### config.mk
export PLATFORM = sky130hd
export DESIGN_NAME = cdf24_wavelet_lifting_1d_core
export DESIGN_NICKNAME = d
export VERILOG_FILES = /design/src/rtl/core/cdf24wl_pkg.sv /design/src/rtl/core/cdf24wl_ram.sv /design/src/rtl/core/cdf24wl_front.sv /design/src/rtl/core/cdf24wl_queue.sv /design/src/rtl/core/cdf24wl_back.sv /design/src/rtl/core/cdf24_wavelet_lifting_1d_core.sv
export SDC_FILE = /design/constraint.sdc
export NUM_CORES = 2
export LEC_CHECK = 0
export BUFFER_PORTS_ARGS = -buffer_cell sky130_fd_sc_hd__buf_4
export CAP_MARGIN = 20
export CORE_UTILIZATION = 57
export DETAILED_ROUTE_END_ITERATION = 10
export PLACE_DENSITY = 0.76
export SLEW_MARGIN = 20
export SYNTH_ARGS = -nofsm -noshare
export SYNTH_HDL_FRONTEND = slang
export SYNTH_SLANG_ARGS = --single-unit
### constraint.sdc
create_clock -name clk -period 8.3 [get_ports clk]
set_clock_uncertainty 0.2 [all_clocks]
set_input_delay 1.245 -clock clk [delete_from_list [all_inputs] [get_ports clk]]
set_output_delay 1.245 -clock clk [all_outputs]
set_load 0.05 [all_outputs]
### src/rtl/core/cdf24wl_pkg.sv
`timescale 1ns / 1ps
// Shared types and constants for the CDF 2/4 lifting wavelet core.
package cdf24wl_pkg;

  localparam int MAX_LINE = 64;
  localparam int HALF_MAX = MAX_LINE / 2;
  localparam int HALF_MIN = 2;
  localparam int ADDR_W = $clog2(MAX_LINE);
  localparam int HALF_W = $clog2(HALF_MAX + 1);
  localparam int LEN_W = ADDR_W + 1;

  localparam int IN_W = 18;
  localparam int OUT_W = 20;
  localparam int PAIR_W = 6;
  localparam int SUM_W = OUT_W + 1;
  localparam int PROD_W = SUM_W + 6;

  localparam int UPD_NEAR = 19;
  localparam int UPD_FAR = 3;
  localparam int UPD_SHIFT = 6;

  localparam int QUEUE_DEPTH = 4;
  localparam int QPTR_W = $clog2(QUEUE_DEPTH);
  localparam int QCNT_W = $clog2(QUEUE_DEPTH + 1);

  localparam int DRAIN_LEN = 3;
  localparam int DRAIN_W = $clog2(DRAIN_LEN);

  localparam int REG_IDX_W = 1;

  typedef enum logic [REG_IDX_W-1:0] {
    REG_DIRECTION  = 1'b0,
    REG_PAIR_COUNT = 1'b1
  } reg_index_t;

  typedef logic signed [IN_W-1:0] sample_t;
  typedef logic signed [OUT_W-1:0] word_t;

  typedef struct packed {
    sample_t             value;
    logic [ADDR_W-1:0]   addr;
    logic                complete;
    logic                dir;
    logic [HALF_W-1:0]   half;
  } line_cmd_t;

endpackage

### src/rtl/core/cdf24wl_ram.sv
`timescale 1ns / 1ps
// Generic single-write, single-read RAM with registered read data.
module cdf24wl_ram #(
  parameter int WIDTH = 8,
  parameter int DEPTH = 16,
  localparam int AW = $clog2(DEPTH)
) (
  input  logic             clk,
  input  logic             we,
  input  logic [AW-1:0]    waddr,
  input  logic [WIDTH-1:0] wdata,
  input  logic [AW-1:0]    raddr,
  output logic [WIDTH-1:0] rdata
);

  logic [WIDTH-1:0] mem [DEPTH];

  always_ff @(posedge clk) begin
    if (we) begin
      mem[waddr] <= wdata;
    end
    rdata <= mem[raddr];
  end

endmodule

### src/rtl/core/cdf24wl_front.sv
`timescale 1ns / 1ps
// Front end: configuration registers, input acceptance and line position tracking.
module cdf24wl_front (
  input  logic                                 clk,
  input  logic                                 rst,
  input  logic                                 start,
  input  cdf24wl_pkg::sample_t                 in_value,
  input  logic                                 wr_en,
  input  logic [cdf24wl_pkg::REG_IDX_W-1:0]    wr_index,
  input  logic [cdf24wl_pkg::PAIR_W-1:0]       wr_data,
  input  logic                                 queue_full,
  output logic                                 busy,
  output logic                                 push,
  output cdf24wl_pkg::line_cmd_t               cmd
);
  import cdf24wl_pkg::*;

  logic                direction;
  logic [PAIR_W-1:0]   pair_count;
  logic [ADDR_W-1:0]   load_count;
  logic [HALF_W-1:0]   half;
  logic [LEN_W-1:0]    len;
  logic [LEN_W-1:0]    count_next;
  logic                complete;

  always_comb begin
    if (pair_count < PAIR_W'(HALF_MIN)) begin
      half = HALF_W'(HALF_MIN);
    end else if (pair_count > PAIR_W'(HALF_MAX)) begin
      half = HALF_W'(HALF_MAX);
    end else begin
      half = HALF_W'(pair_count);
    end
  end

  assign len        = LEN_W'(half) << 1;
  assign count_next = LEN_W'(load_count) + LEN_W'(1);
  assign complete   = count_next >= len;

  assign busy = queue_full;
  assign push = start && !queue_full;

  always_comb begin
    cmd.value    = in_value;
    cmd.addr     = load_count;
    cmd.complete = complete;
    cmd.dir      = direction;
    cmd.half     = half;
  end

  always_ff @(posedge clk) begin
    if (rst) begin
      direction  <= 1'b0;
      pair_count <= PAIR_W'(HALF_MAX);
      load_count <= '0;
    end else begin
      if (wr_en) begin
        case (wr_index)
          REG_DIRECTION:  direction <= wr_data[0];
          REG_PAIR_COUNT: pair_count <= wr_data;
          default: ;
        endcase
      end
      if (push) begin
        load_count <= complete ? '0 : count_next[ADDR_W-1:0];
      end
    end
  end

endmodule

### src/rtl/core/cdf24wl_queue.sv
`timescale 1ns / 1ps
// Short command queue between the front end and the transform engine.
module cdf24wl_queue (
  input  logic                    clk,
  input  logic                    rst,
  input  logic                    push,
  input  cdf24wl_pkg::line_cmd_t  push_cmd,
  output logic                    full,
  input  logic                    pop,
  output logic                    valid,
  output cdf24wl_pkg::line_cmd_t  head
);
  import cdf24wl_pkg::*;

  line_cmd_t           entries [QUEUE_DEPTH];
  logic [QPTR_W-1:0]   wr_ptr;
  logic [QPTR_W-1:0]   rd_ptr;
  logic [QCNT_W-1:0]   count;

  assign full  = count == QCNT_W'(QUEUE_DEPTH);
  assign valid = count != '0;
  assign head  = entries[rd_ptr];

  always_ff @(posedge clk) begin
    if (rst) begin
      wr_ptr <= '0;
      rd_ptr <= '0;
      count  <= '0;
    end else begin
      if (push) begin
        wr_ptr <= wr_ptr + QPTR_W'(1);
      end
      if (pop) begin
        rd_ptr <= rd_ptr + QPTR_W'(1);
      end
      count <= count + QCNT_W'(push) - QCNT_W'(pop);
    end
  end

  always_ff @(posedge clk) begin
    if (push) begin
      entries[wr_ptr] <= push_cmd;
    end
  end

endmodule

### src/rtl/core/cdf24wl_back.sv
`timescale 1ns / 1ps
// Transform engine: line and result buffers, predict and update passes, result output.
module cdf24wl_back (
  input  logic                    clk,
  input  logic                    rst,
  input  logic                    q_valid,
  input  cdf24wl_pkg::line_cmd_t  q_head,
  output logic                    q_pop,
  output logic                    valid,
  output cdf24wl_pkg::word_t      out_value,
  output logic                    last
);
  import cdf24wl_pkg::*;

  typedef enum logic [2:0] {
    S_IDLE,
    S_PRED,
    S_UPD,
    S_DRAIN,
    S_EMIT
  } state_t;

  state_t              state;
  state_t              a_state;
  logic [HALF_W-1:0]   j;
  logic [HALF_W-1:0]   j_inc;
  logic [HALF_W-1:0]   j_dec;
  logic [HALF_W-1:0]   last_j;
  logic                ph;
  logic                pass_no;
  logic                dir;
  logic [HALF_W-1:0]   half;
  logic [DRAIN_W-1:0]  drain_cnt;
  logic                pass_active;

  logic                a_valid;
  logic [HALF_W-1:0]   a_j;
  logic [HALF_W-1:0]   a_j_dec;
  logic                a_ph;
  logic                a_last;
  logic                a_pred_last;
  logic                u_valid;

  logic                line_we;
  logic [ADDR_W-1:0]   line_waddr;
  logic [IN_W-1:0]     line_wdata;
  logic [ADDR_W-1:0]   line_raddr;
  logic [IN_W-1:0]     line_rdata;
  logic                res_we;
  logic [ADDR_W-1:0]   res_waddr;
  logic [OUT_W-1:0]    res_wdata;
  logic [ADDR_W-1:0]   res_raddr;
  logic [OUT_W-1:0]    res_rdata;

  word_t               line_word;
  word_t               res_word;
  word_t               h_in;
  word_t               e_prev;
  word_t               o_reg;
  word_t               win [4];

  logic [HALF_W-1:0]         u_i;
  sample_t                   u_e;
  word_t                     u_h0;
  logic signed [SUM_W-1:0]   u_s;
  logic signed [PROD_W-1:0]  u_p;

  logic signed [SUM_W-1:0]   near_sum;
  logic signed [SUM_W-1:0]   far_sum;
  logic signed [PROD_W-1:0]  upd_prod;
  logic signed [PROD_W-1:0]  h0_ext;
  logic signed [PROD_W-1:0]  s_ext;
  logic signed [PROD_W-1:0]  e_ext;
  logic signed [PROD_W-1:0]  a_term;
  logic signed [PROD_W-1:0]  upd_val;

  logic signed [SUM_W-1:0]   fp_sum;
  logic signed [SUM_W-1:0]   fp_mid;
  logic signed [SUM_W-1:0]   fp_end;
  logic signed [SUM_W-1:0]   ip_sum;
  logic signed [SUM_W-1:0]   ip_odd;

  cdf24wl_ram #(
    .WIDTH (IN_W),
    .DEPTH (MAX_LINE)
  ) u_line_ram (
    .clk   (clk),
    .we    (line_we),
    .waddr (line_waddr),
    .wdata (line_wdata),
    .raddr (line_raddr),
    .rdata (line_rdata)
  );

  cdf24wl_ram #(
    .WIDTH (OUT_W),
    .DEPTH (MAX_LINE)
  ) u_result_ram (
    .clk   (clk),
    .we    (res_we),
    .waddr (res_waddr),
    .wdata (res_wdata),
    .raddr (res_raddr),
    .rdata (res_rdata)
  );

  assign q_pop      = (state == S_IDLE) && q_valid;
  assign line_we    = q_pop;
  assign line_waddr = q_head.addr;
  assign line_wdata = q_head.value;

  assign pass_active = (state == S_PRED) || (state == S_UPD) || (state == S_EMIT);
  assign last_j      = (state == S_UPD) ? half : half - HALF_W'(1);
  assign j_inc       = j + HALF_W'(1);
  assign j_dec       = j - HALF_W'(1);
  assign a_j_dec     = a_j - HALF_W'(1);
  assign a_pred_last = a_j == half - HALF_W'(1);

  assign line_word = OUT_W'($signed(line_rdata));
  assign res_word  = $signed(res_rdata);
  assign h_in      = dir ? line_word : res_word;

  always_comb begin
    line_raddr = ADDR_W'(half) + ADDR_W'(j);
    res_raddr  = {j[ADDR_W-2:0], ph};
    case (state)
      S_PRED: begin
        if (!dir) begin
          line_raddr = {j[ADDR_W-2:0], ph};
        end
        res_raddr = ph ? {j_inc[ADDR_W-2:0], 1'b0} : {j[ADDR_W-2:0], 1'b0};
      end
      S_UPD: begin
        if (ph) begin
          line_raddr = dir ? ADDR_W'(j_dec) : {j_dec[ADDR_W-2:0], 1'b0};
        end
        res_raddr = ADDR_W'(half) + ADDR_W'(j);
      end
      default: ;
    endcase
  end

  // Update filter, first stage: tap sums and the weighted difference.
  assign near_sum = SUM_W'(win[1]) + SUM_W'(win[2]);
  assign far_sum  = SUM_W'(win[0]) + SUM_W'(win[3]);
  assign upd_prod = PROD_W'(near_sum) * PROD_W'(UPD_NEAR)
                  - PROD_W'(far_sum) * PROD_W'(UPD_FAR);

  // Update filter, second stage: boundary selection and the lifting add.
  assign h0_ext = PROD_W'(u_h0);
  assign s_ext  = PROD_W'(u_s);
  assign e_ext  = PROD_W'(u_e);

  always_comb begin
    if (u_i == '0) begin
      a_term = h0_ext >>> 1;
    end else if ((u_i == HALF_W'(1)) || (u_i == half - HALF_W'(1))) begin
      a_term = s_ext >>> 2;
    end else begin
      a_term = u_p >>> UPD_SHIFT;
    end
  end

  assign upd_val = dir ? (e_ext - a_term) : (e_ext + a_term);

  assign fp_sum = SUM_W'(e_prev) + SUM_W'(line_word);
  assign fp_mid = SUM_W'(o_reg) - (fp_sum >>> 1);
  assign fp_end = SUM_W'(line_word) - SUM_W'(e_prev);
  assign ip_sum = SUM_W'(e_prev) + SUM_W'(res_word);
  assign ip_odd = SUM_W'(line_word) + (a_pred_last ? SUM_W'(e_prev) : (ip_sum >>> 1));

  always_comb begin
    res_we    = 1'b0;
    res_waddr = ADDR_W'(half) + ADDR_W'(a_j);
    res_wdata = upd_val[OUT_W-1:0];
    if (u_valid) begin
      res_we    = 1'b1;
      res_waddr = dir ? {u_i[ADDR_W-2:0], 1'b0} : ADDR_W'(u_i);
      res_wdata = upd_val[OUT_W-1:0];
    end else if (a_valid && (a_state == S_PRED)) begin
      if (dir) begin
        res_we    = a_ph;
        res_waddr = {a_j[ADDR_W-2:0], 1'b1};
        res_wdata = ip_odd[OUT_W-1:0];
      end else if (!a_ph) begin
        res_we    = a_j != '0;
        res_waddr = ADDR_W'(half) + ADDR_W'(a_j_dec);
        res_wdata = fp_mid[OUT_W-1:0];
      end else begin
        res_we    = a_pred_last;
        res_waddr = ADDR_W'(half) + ADDR_W'(a_j);
        res_wdata = fp_end[OUT_W-1:0];
      end
    end
  end

  always_ff @(posedge clk) begin
    if (rst) begin
      state     <= S_IDLE;
      j         <= '0;
      ph        <= 1'b0;
      pass_no   <= 1'b0;
      dir       <= 1'b0;
      half      <= HALF_W'(HALF_MAX);
      drain_cnt <= '0;
      a_valid   <= 1'b0;
      a_state   <= S_IDLE;
      a_j       <= '0;
      a_ph      <= 1'b0;
      a_last    <= 1'b0;
      u_valid   <= 1'b0;
      valid     <= 1'b0;
      last      <= 1'b0;
      out_value <= '0;
    end else begin
      a_valid   <= pass_active;
      a_state   <= state;
      a_j       <= j;
      a_ph      <= ph;
      a_last    <= ph && (j == half - HALF_W'(1));
      u_valid   <= a_valid && (a_state == S_UPD) && a_ph && (a_j != '0);
      valid     <= a_valid && (a_state == S_EMIT);
      last      <= a_valid && (a_state == S_EMIT) && a_last;
      out_value <= res_word;
      case (state)
        S_IDLE: begin
          if (q_valid && q_head.complete) begin
            dir     <= q_head.dir;
            half    <= q_head.half;
            j       <= '0;
            ph      <= 1'b0;
            pass_no <= 1'b0;
            if (q_head.dir) begin
              state <= S_UPD;
            end else begin
              state <= S_PRED;
            end
          end
        end
        S_PRED, S_UPD, S_EMIT: begin
          ph <= !ph;
          if (ph) begin
            if (j == last_j) begin
              j <= '0;
              if (state == S_EMIT) begin
                state <= S_IDLE;
              end else begin
                state     <= S_DRAIN;
                drain_cnt <= DRAIN_W'(DRAIN_LEN - 1);
              end
            end else begin
              j <= j_inc;
            end
          end
        end
        S_DRAIN: begin
          if (drain_cnt == '0) begin
            if (!pass_no) begin
              pass_no <= 1'b1;
              if (dir) begin
                state <= S_PRED;
              end else begin
                state <= S_UPD;
              end
            end else begin
              state <= S_EMIT;
            end
          end else begin
            drain_cnt <= drain_cnt - DRAIN_W'(1);
          end
        end
        default: state <= S_IDLE;
      endcase
    end
  end

  always_ff @(posedge clk) begin
    if (a_valid && (a_state == S_PRED) && !a_ph) begin
      e_prev <= dir ? res_word : line_word;
    end
    if (a_valid && (a_state == S_PRED) && a_ph) begin
      o_reg <= line_word;
    end
    if (a_valid && (a_state == S_UPD) && !a_ph) begin
      win[0] <= h_in;
      win[1] <= win[0];
      win[2] <= win[1];
      win[3] <= win[2];
    end
    if (a_valid && (a_state == S_UPD) && a_ph) begin
      u_i  <= a_j_dec;
      u_e  <= $signed(line_rdata);
      u_h0 <= win[1];
      u_s  <= near_sum;
      u_p  <= upd_prod;
    end
  end

endmodule

### src/rtl/core/cdf24_wavelet_lifting_1d_core.sv
`timescale 1ns / 1ps
// Top level of the one-level CDF 2/4 integer lifting wavelet core.
//
// Values are taken one per cycle whenever start is high and busy is low; each
// transfer lands in a four-entry queue, so busy rises only when that queue is
// full. The transform engine drains the queue only while it is idle, moving
// one value per cycle into the line buffer. When the value that completes a
// line of 2*P values (P = pair_count, clamped to 2..32) reaches the engine,
// the engine runs a predict pass and an update pass (in the order the
// direction register selects), with a flush after each, and then an output
// pass that streams the 2*P results, one per cycle, through registers to the
// port. While the passes run, the engine takes no new values from the queue.
// The last result appears in the cycle after the engine returns to idle. The
// pace is set by the single read port of the line buffer and of the result
// buffer, which every pass walks through. Results are shown for exactly one
// cycle with valid high and cannot be held off, so the receiver must take
// every transfer as it comes; last marks the final value of a line.
// Configuration writes are taken at once and belong between lines, when no
// results are outstanding.
module cdf24_wavelet_lifting_1d_core (
  input  logic                                 clk,
  input  logic                                 rst,
  input  logic                                 start,
  output logic                                 busy,
  input  cdf24wl_pkg::sample_t                 in_value,
  input  logic                                 wr_en,
  input  logic [cdf24wl_pkg::REG_IDX_W-1:0]    wr_index,
  input  logic [cdf24wl_pkg::PAIR_W-1:0]       wr_data,
  output logic                                 valid,
  output cdf24wl_pkg::word_t                   out_value,
  output logic                                 last
);
  import cdf24wl_pkg::*;

  logic       queue_full;
  logic       push;
  line_cmd_t  push_cmd;
  logic       q_valid;
  logic       q_pop;
  line_cmd_t  q_head;

  cdf24wl_front u_front (
    .clk        (clk),
    .rst        (rst),
    .start      (start),
    .in_value   (in_value),
    .wr_en      (wr_en),
    .wr_index   (wr_index),
    .wr_data    (wr_data),
    .queue_full (queue_full),
    .busy       (busy),
    .push       (push),
    .cmd        (push_cmd)
  );

  cdf24wl_queue u_queue (
    .clk      (clk),
    .rst      (rst),
    .push     (push),
    .push_cmd (push_cmd),
    .full     (queue_full),
    .pop      (q_pop),
    .valid    (q_valid),
    .head     (q_head)
  );

  cdf24wl_back u_back (
    .clk       (clk),
    .rst       (rst),
    .q_valid   (q_valid),
    .q_head    (q_head),
    .q_pop     (q_pop),
    .valid     (valid),
    .out_value (out_value),
    .last      (last)
  );

endmodule

After elaboration in Yosys (flattened, before gate mapping)

Memory sizes are Yosys's and may differ from the RTL's. A register that Yosys moved wholly into a read port is not among the register bits.
Index checks and enable logic that the tools add are counted.

$add $sub $neg: 23
Multiply operators: 2
Magnitude comparators: 3
Eq/ne operators: 19
Mux-type cells: 61
Bitwise operators: 1
Reductions and logical operators: 36

Operator list:

| cell                  | number |
|---|---|
| $mux 20               | 10 |
| $mux 6                | 16 |
| $add 20x20->21        | 3 |
| $sub 18x20->20        | 3 |
| $add 18x20->20        | 2 |
| $pmux 6 s2            | 3 |
| $mul 21x6->26 const B | 1 |
| $sub 26x24->26        | 1 |
| $eq 6x6->1            | 4 |
| $mul 21x3->24 const B | 1 |
| $add 20x18->21        | 1 |
| $add 6x6->6           | 3 |
| $mux 2                | 9 |
| $sub 6x1->6 const B   | 3 |
| $mux 3                | 5 |
| $mux 1                | 14 |
| $logic_and 1x1->1     | 13 |
| $eq 3x2->1 const B    | 3 |
| $eq 3x3->1 const B    | 3 |
| $pmux 3 s3            | 1 |
| $reduce_and 2->1      | 4 |
| $add 6x1->7 const B   | 1 |
| $ge 7x7->1            | 1 |
| $add 6x1->6 const B   | 1 |
| 25 further kinds      | 39 |

Bits in registers: 204
Memory bits (writable): 2,640
Bits of input ports: 29
Output and inout bits: 23
Memories kept: 4

Memory list:

| memory                  | words | bits a word | rd ports | clocked after Yosys merged registers in | wr ports | RTL line            | RTL |
|---|---|---|---|---|---|---|---|
| u_back.u_result_ram.mem | 64    | 20          | 1        | 1                                       | 1        | cdf24wl_ram.sv:16   | `logic [WIDTH-1:0] mem [DEPTH];` |
| u_back.u_line_ram.mem   | 64    | 18          | 1        | 1                                       | 1        | cdf24wl_ram.sv:16   |  |
| u_queue.entries         | 4     | 32          | 1        | 1                                       | 1        | cdf24wl_queue.sv:15 | `line_cmd_t entries [QUEUE_DEPTH];` |
| u_back.win              | 4     | 20          | 4        | 0                                       | 4        | cdf24wl_back.sv:60  | `word_t win [4];` |

Depth between registers and ports, before layout

Depth in word-level cells: 9
Depth in mapped cells: 32

Hierarchy

From an unflattened synthesis, not the netlist that was laid out.

Cells, all modules: 6,884
Area total of the unflattened synthesis: 122,607.6 µm²

Modules (own cells, without submodules):

| module                             | times used | cells an instance | area each (µm²) | seq. area each (µm²) |
|---|---|---|---|---|
| cdf24wl_ram at u_back.u_result_ram | 1          | 2,243             | 49,495.0        | 38,837.2 |
| cdf24wl_ram at u_back.u_line_ram   | 1          | 1,957             | 44,621.5        | 34,953.5 |
| cdf24wl_back                       | 1          | 2,354             | 22,422.8        | 7,106.8 |
| cdf24wl_queue                      | 1          | 209               | 5,098.6         | 4,023.9 |
| cdf24wl_front                      | 1          | 121               | 969.7           | 260.2 |

Worst setup path after synthesis

Ideal clock, no wire load.

Path kind: register to register
From: register u_back.half[1]
To: memory u_back.u_result_ram.mem[0][14] (netlist bit) (data pin)
Setup time: 906 ps
Arrival: 7,960 ps
Data required time: 7,194 ps
Setup slack: -765 ps
Cell stages (with the launch flop): 22
Period minus slack after synthesis: 9,065 ps
Cell sequence: dfxtp_1 inv_1 ha_1 clkbuf_2 xor2_1 nand2_1 a2111oi_4 o21ai_2 nand2_1 buf_2 mux2i_1 o21ai_0 nor2_1 a21oi_1 xnor2_1 ha_1 or2_2 a21oi_1 a211o_1 a31oi_1 and4_1 o41ai_1

Cells in the longest elaborated chain, start to end: 9

Ends and longest elaborated chain:

| what                                             | RTL line                                 | RTL |
|---|---|---|
| start: declaration                               | cdf24wl_back.sv:32                       | `logic [HALF_W-1:0] half;` |
| start signal: assignment                         | cdf24wl_back.sv:204                      | `half <= HALF_W'(HALF_MAX);` |
| start signal: assignment                         | cdf24wl_back.sv:229                      | `half <= q_head.half;` |
| $sub 6x1->6 *                                    | cdf24wl_back.sv:117, cdf24wl_back.sv:157 |  |
| $eq 6x6->1                                       | cdf24wl_back.sv:157                      | `end else if ((u_i == HALF_W'(1)) \|\| (u_i == half - HALF_W'(1))) begin` |
| $logic_or 1x1->1                                 | cdf24wl_back.sv:157                      |  |
| $mux 20                                          | cdf24wl_back.sv:157                      |  |
| $mux 20                                          | cdf24wl_back.sv:155                      | `if (u_i == '0) begin` |
| $add 18x20->20 or $sub 18x20->20 (tied branches) | cdf24wl_back.sv:164                      | `assign upd_val = dir ? (e_ext - a_term) : (e_ext + a_term);` |
| $mux 20                                          | cdf24wl_back.sv:164                      |  |
| $mux 20                                          | cdf24wl_back.sv:180                      | `end else if (a_valid && (a_state == S_PRED)) begin` |
| $mux 20 *                                        | cdf24wl_back.sv:176                      | `if (u_valid) begin` |
| via u_back.res_wdata[14]                         | cdf24wl_back.sv:51                       | `logic [OUT_W-1:0] res_wdata;` |
| end: declaration                                 | cdf24wl_ram.sv:16                        |  |

Mark *: on every way through the listed nets, which the timed path passes. The rest lies on a longest branch.

==> results list <==
- Synthesis produced roughly 9,500 cells.
- After legalization and detailed placement, the total HPWL measured roughly 190,000 µm.
- CP Max Fanout: 4
- STA puts the critical path data required time at ~8.7 ns.
* Global-route usage over all layers: 28.4%
- Of the synthesized area, sequential elements account for roughly two thirds.
* Worst setup slack for register-to-register paths: about 0.59 ns
* Number of antenna violations at the first check in global routing: 10
* Unrepaired setup endpoints after global routing: false
- The later pin in the worst-skew pair is clocked with a latency of about 0.95 ns.
- The largest registers in the layout are u_back.u_result_ram.mem (1280), u_back.u_line_ram.mem (1152), u_queue.entries (128).
- Leakage Power: between 40 and 50 nW
- u_back.u_result_ram.mem holds more flip-flops than any other register.
* Worst setup SP type: register
- Overall die height: ~470 µm
- Mapped Area: ~130,000 µm²
- Area Overhead vs Synth: 10.9%
- DIE AREA: between 200,000 and 250,000 µm²
* Max Cap Viol: 0
* Count of unresolved DRC violations after routing: 0
* Pre-CTS worst setup slack: roughly 0.70 ns
- Category of the critical setup timing path: register to register
- Leaving out fill and tap cells, the most frequent cells in the layout are 2,760 x edfxtp_1, 1,390 x nand2_1, 884 x a211oi_1.
- Wire length per cell after detailed routing: between 20 and 30 µm
- For this design the ratio of total power to cell area is ~410 nW/µm².
- Commonest register cell after synthesis: edfxtp_1
- Proportion of synthesized area in mux cells: under 10%
* TritonCTS sink count: roughly 2,900
- After the last flow step, the layout net total stands at approximately 9,900.
* Std cell rows: 172
- Die Span X: about 470 µm
* Total of endpoints with negative setup slack in the final report: 0
* Wire length of the first global-routing pass: between 400,000 and 500,000 µm
- The design draws ~58 mW.
* Arrival time at the worst endpoint: a little over 8 ns
* Overall overflow remaining after global route: 0
- Final weighted congestion in routability-driven placement: 0.882
* Post-CTS clock slew at the launch and capture registers of the worst setup and hold paths: ~0.07 ns
* Type of the worst min-delay path: register to register
- Shortest period the worst path allows: 7.71 ns
- Run status: complete, no violations
* Post-place instance area: 131,000 µm²
- # Post-CTS Setup Buffers: 0
- Violation count after the first detailed-route iteration: approximately 11,000
* Total count of hold-check failures in the final report: 0
- Number of flip-flops in the largest register: approximately 1,300
* Footprint of the multi-input gates: 38,100 µm²
- Net Count, Synth: 9,896
- After synthesis, the largest family of logic cells by area is compound AO/OA/AOI/OAI gates.
* Starting Density: 57.4%
- TritonCTS Buffers: approximately 300
- Synth Area in Adders: between 4 and 5%
- After synthesis the netlist holds a flip-flop and latch count of roughly 2,900.
* Total area of sequential cells: about 85,000 µm²
- Synthesis warning total: 0
* Count of cells resized by post-cts repair: 0
- Entering global routing, the biggest net connects around 220 pins.
- Of the total synthesized cell area, the portion taken by AND, OR, NAND and NOR gates is 9.79%.
- The total area inside the core boundary comes to about 220,000 µm².
* Antenna-violating nets left: 0
* Portion of the clock cycle consumed by the worst path in the final layout: 92.9%
- Each instance of the synthesized netlist takes up on average roughly 13 µm².
- TritonCTS built the clock tree.
* H-Tree Depth: 5
- Filler cell count in the final layout: ~15,000
- Number of ports placed on the die boundary: 52
- Of all flip-flops after synthesis, the portion carrying an async set or reset was 0%.
* Fin util: between 60% and 70%
- The library cell used most frequently in the layout, excluding fill and tap cells, is edfxtp_1.
- Once routing completed, OpenROAD measured the worst setup slack at between 0.5 and 0.6 ns.
- Worst supply voltage drop on vdd: about 0.00046 V
- Per-cell via count in the routed design: ~6.4
- Number of different library cells in the post-synthesis netlist: 100
* CTS max path bufs: 4
- Total negative setup slack: 0 ns
- Slowest Stage Delay on Critical Path: 0.53 ns
- Vias in the first global route: about 79,000
- CTS placed an instance of clkbuf_16 at the clock tree root.
- Hold Buf Count CTS: 0
- The routed layout has about 81,000 vias.
- In this run, synthesis inferred approximately 2,800 flip-flops with an integrated enable.
- Share of final-layout standard cells stronger than drive strength 1: roughly 9.6%
* Post-synthesis compound-gate area fraction: 13.2%
- Slowest library cell on the worst path: o41ai_1
- Top achievable clock speed: 0.130 GHz
- Final max-slew violation count: 0
- Along the worst hold path, the cell count comes to 0.
- After Yosys synthesis, XOR and XNOR cells account for around 1.6% of the synthesized area.
- After routing the design area is around 140,000 µm².
- Port buffering added slightly above 50 buffers.
- Worst-margin pin slew: approximately 1.2 ns
* Tightest slew margin relative to the limit: between 20% and 30%
- First-pass iteration count of the detailed router: 6
- The number of cells on the worst reg-to-reg path is 28.
* Critical Path Sink Type: register
* Final routed wirelength across all metal layers: 321,000 µm
## stage by stage
step,hold WS [ns],instances
CTS,0.241,12700
finish,0.241,12700
detailed placement,0.239,12200
floorplan,0.206,9509
global placement,0.237,12100
global route,0.261,12700
## per-layer routing
layer / routed length [µm] / up-vias / track usage, %
met5: 36 / - / 0
met4: 16300 / 4 / 14.1
met3: 30600 / 739 / 4.35
met2: 147000 / 4258 / 43.6
met1: 126000 / 40200 / 39.7
li1: - / 36000 / -
## synth_stat cells, drive strengths merged, types with 10 or more instances
library cell  number  area [µm²]
a21o              50         375
ha               282        3530
a211oi           884        6640
dfxtp            115        2300
o21bai            24         180
o21ai            120         604
buf               88         433
o31a              10        87.6
nor2             333        1250
a31oi            356        2230
o22ai             14        93.8
and2             634        3970
a21oi            444        2230
mux2              39         439
o221ai            14         129
o21a              27         204
and3              34         218
edfxtp          2760       82900
nand2b            33         206
nor3              51         272
nand3             46         230
a211o             32         280
o211ai            10        75.1
mux4              31         698
xor2              84         736
clkbuf           533        2000
xnor2            147        1290
fa                76        1520
nand2           1390        5220
or2               14        87.6
nor2b             63         394
a311oi           312        2750
mux2i             26         260
inv              280        1050
or3               17         106
o31ai             12        90.1
## critical path: cells and delay by family, from the launching register on
kind | cells | cell delay [ns]
fa+ha+maj | 8 | 2.92
simple gates | 2 | 0.53
compound gates | 11 | 2.60
buf+inv | 4 | 0.23
xor+xnor | 3 | 0.57
flops | 1 | 0.38
## cell families after synthesis
kind of cell,Yosys count
xor gates and xnor gates,231
buffers and inverters,903
AOI/OAI and AO/OA,2384
DFF,2875
and+or+nand+nor,2662
adders and majority gates,358
muxes,96
## final timing paths
path                                    endpoint              from
worst max-delay path              u_back.u_p[25]  u_back.win[2][0]
worst min-delay path            u_back.win[3][3]  u_back.win[2][3]
worst min register to register  u_back.win[3][3]  u_back.win[2][3]
worst max register to register    u_back.u_p[25]  u_back.win[2][0]
## power breakdown
part           total (mW)  switching, mW  leakage [nW]  internal, mW
sequential           19.9          0.503          25.8          19.4
clock                12.7           5.39          4.49          7.32
combinational        25.1           17.2          16.5          7.85
## cell type report
| type | instances | share of cell area [%] |
|---|---|---|
| clock buffers | 383 | 5.80 |
| repair buffers | 307 | 1.96 |
| diodes | 3 | 0.00537 |
| clock inverters | 134 | 0.712 |
| inverters | 282 | 0.757 |
| well taps | 2958 | 2.65 |
| flip-flops and latches | 2875 | 60.9 |
| multi-input cells | 5731 | 27.2 |
(Power assumes the default switching activity.)
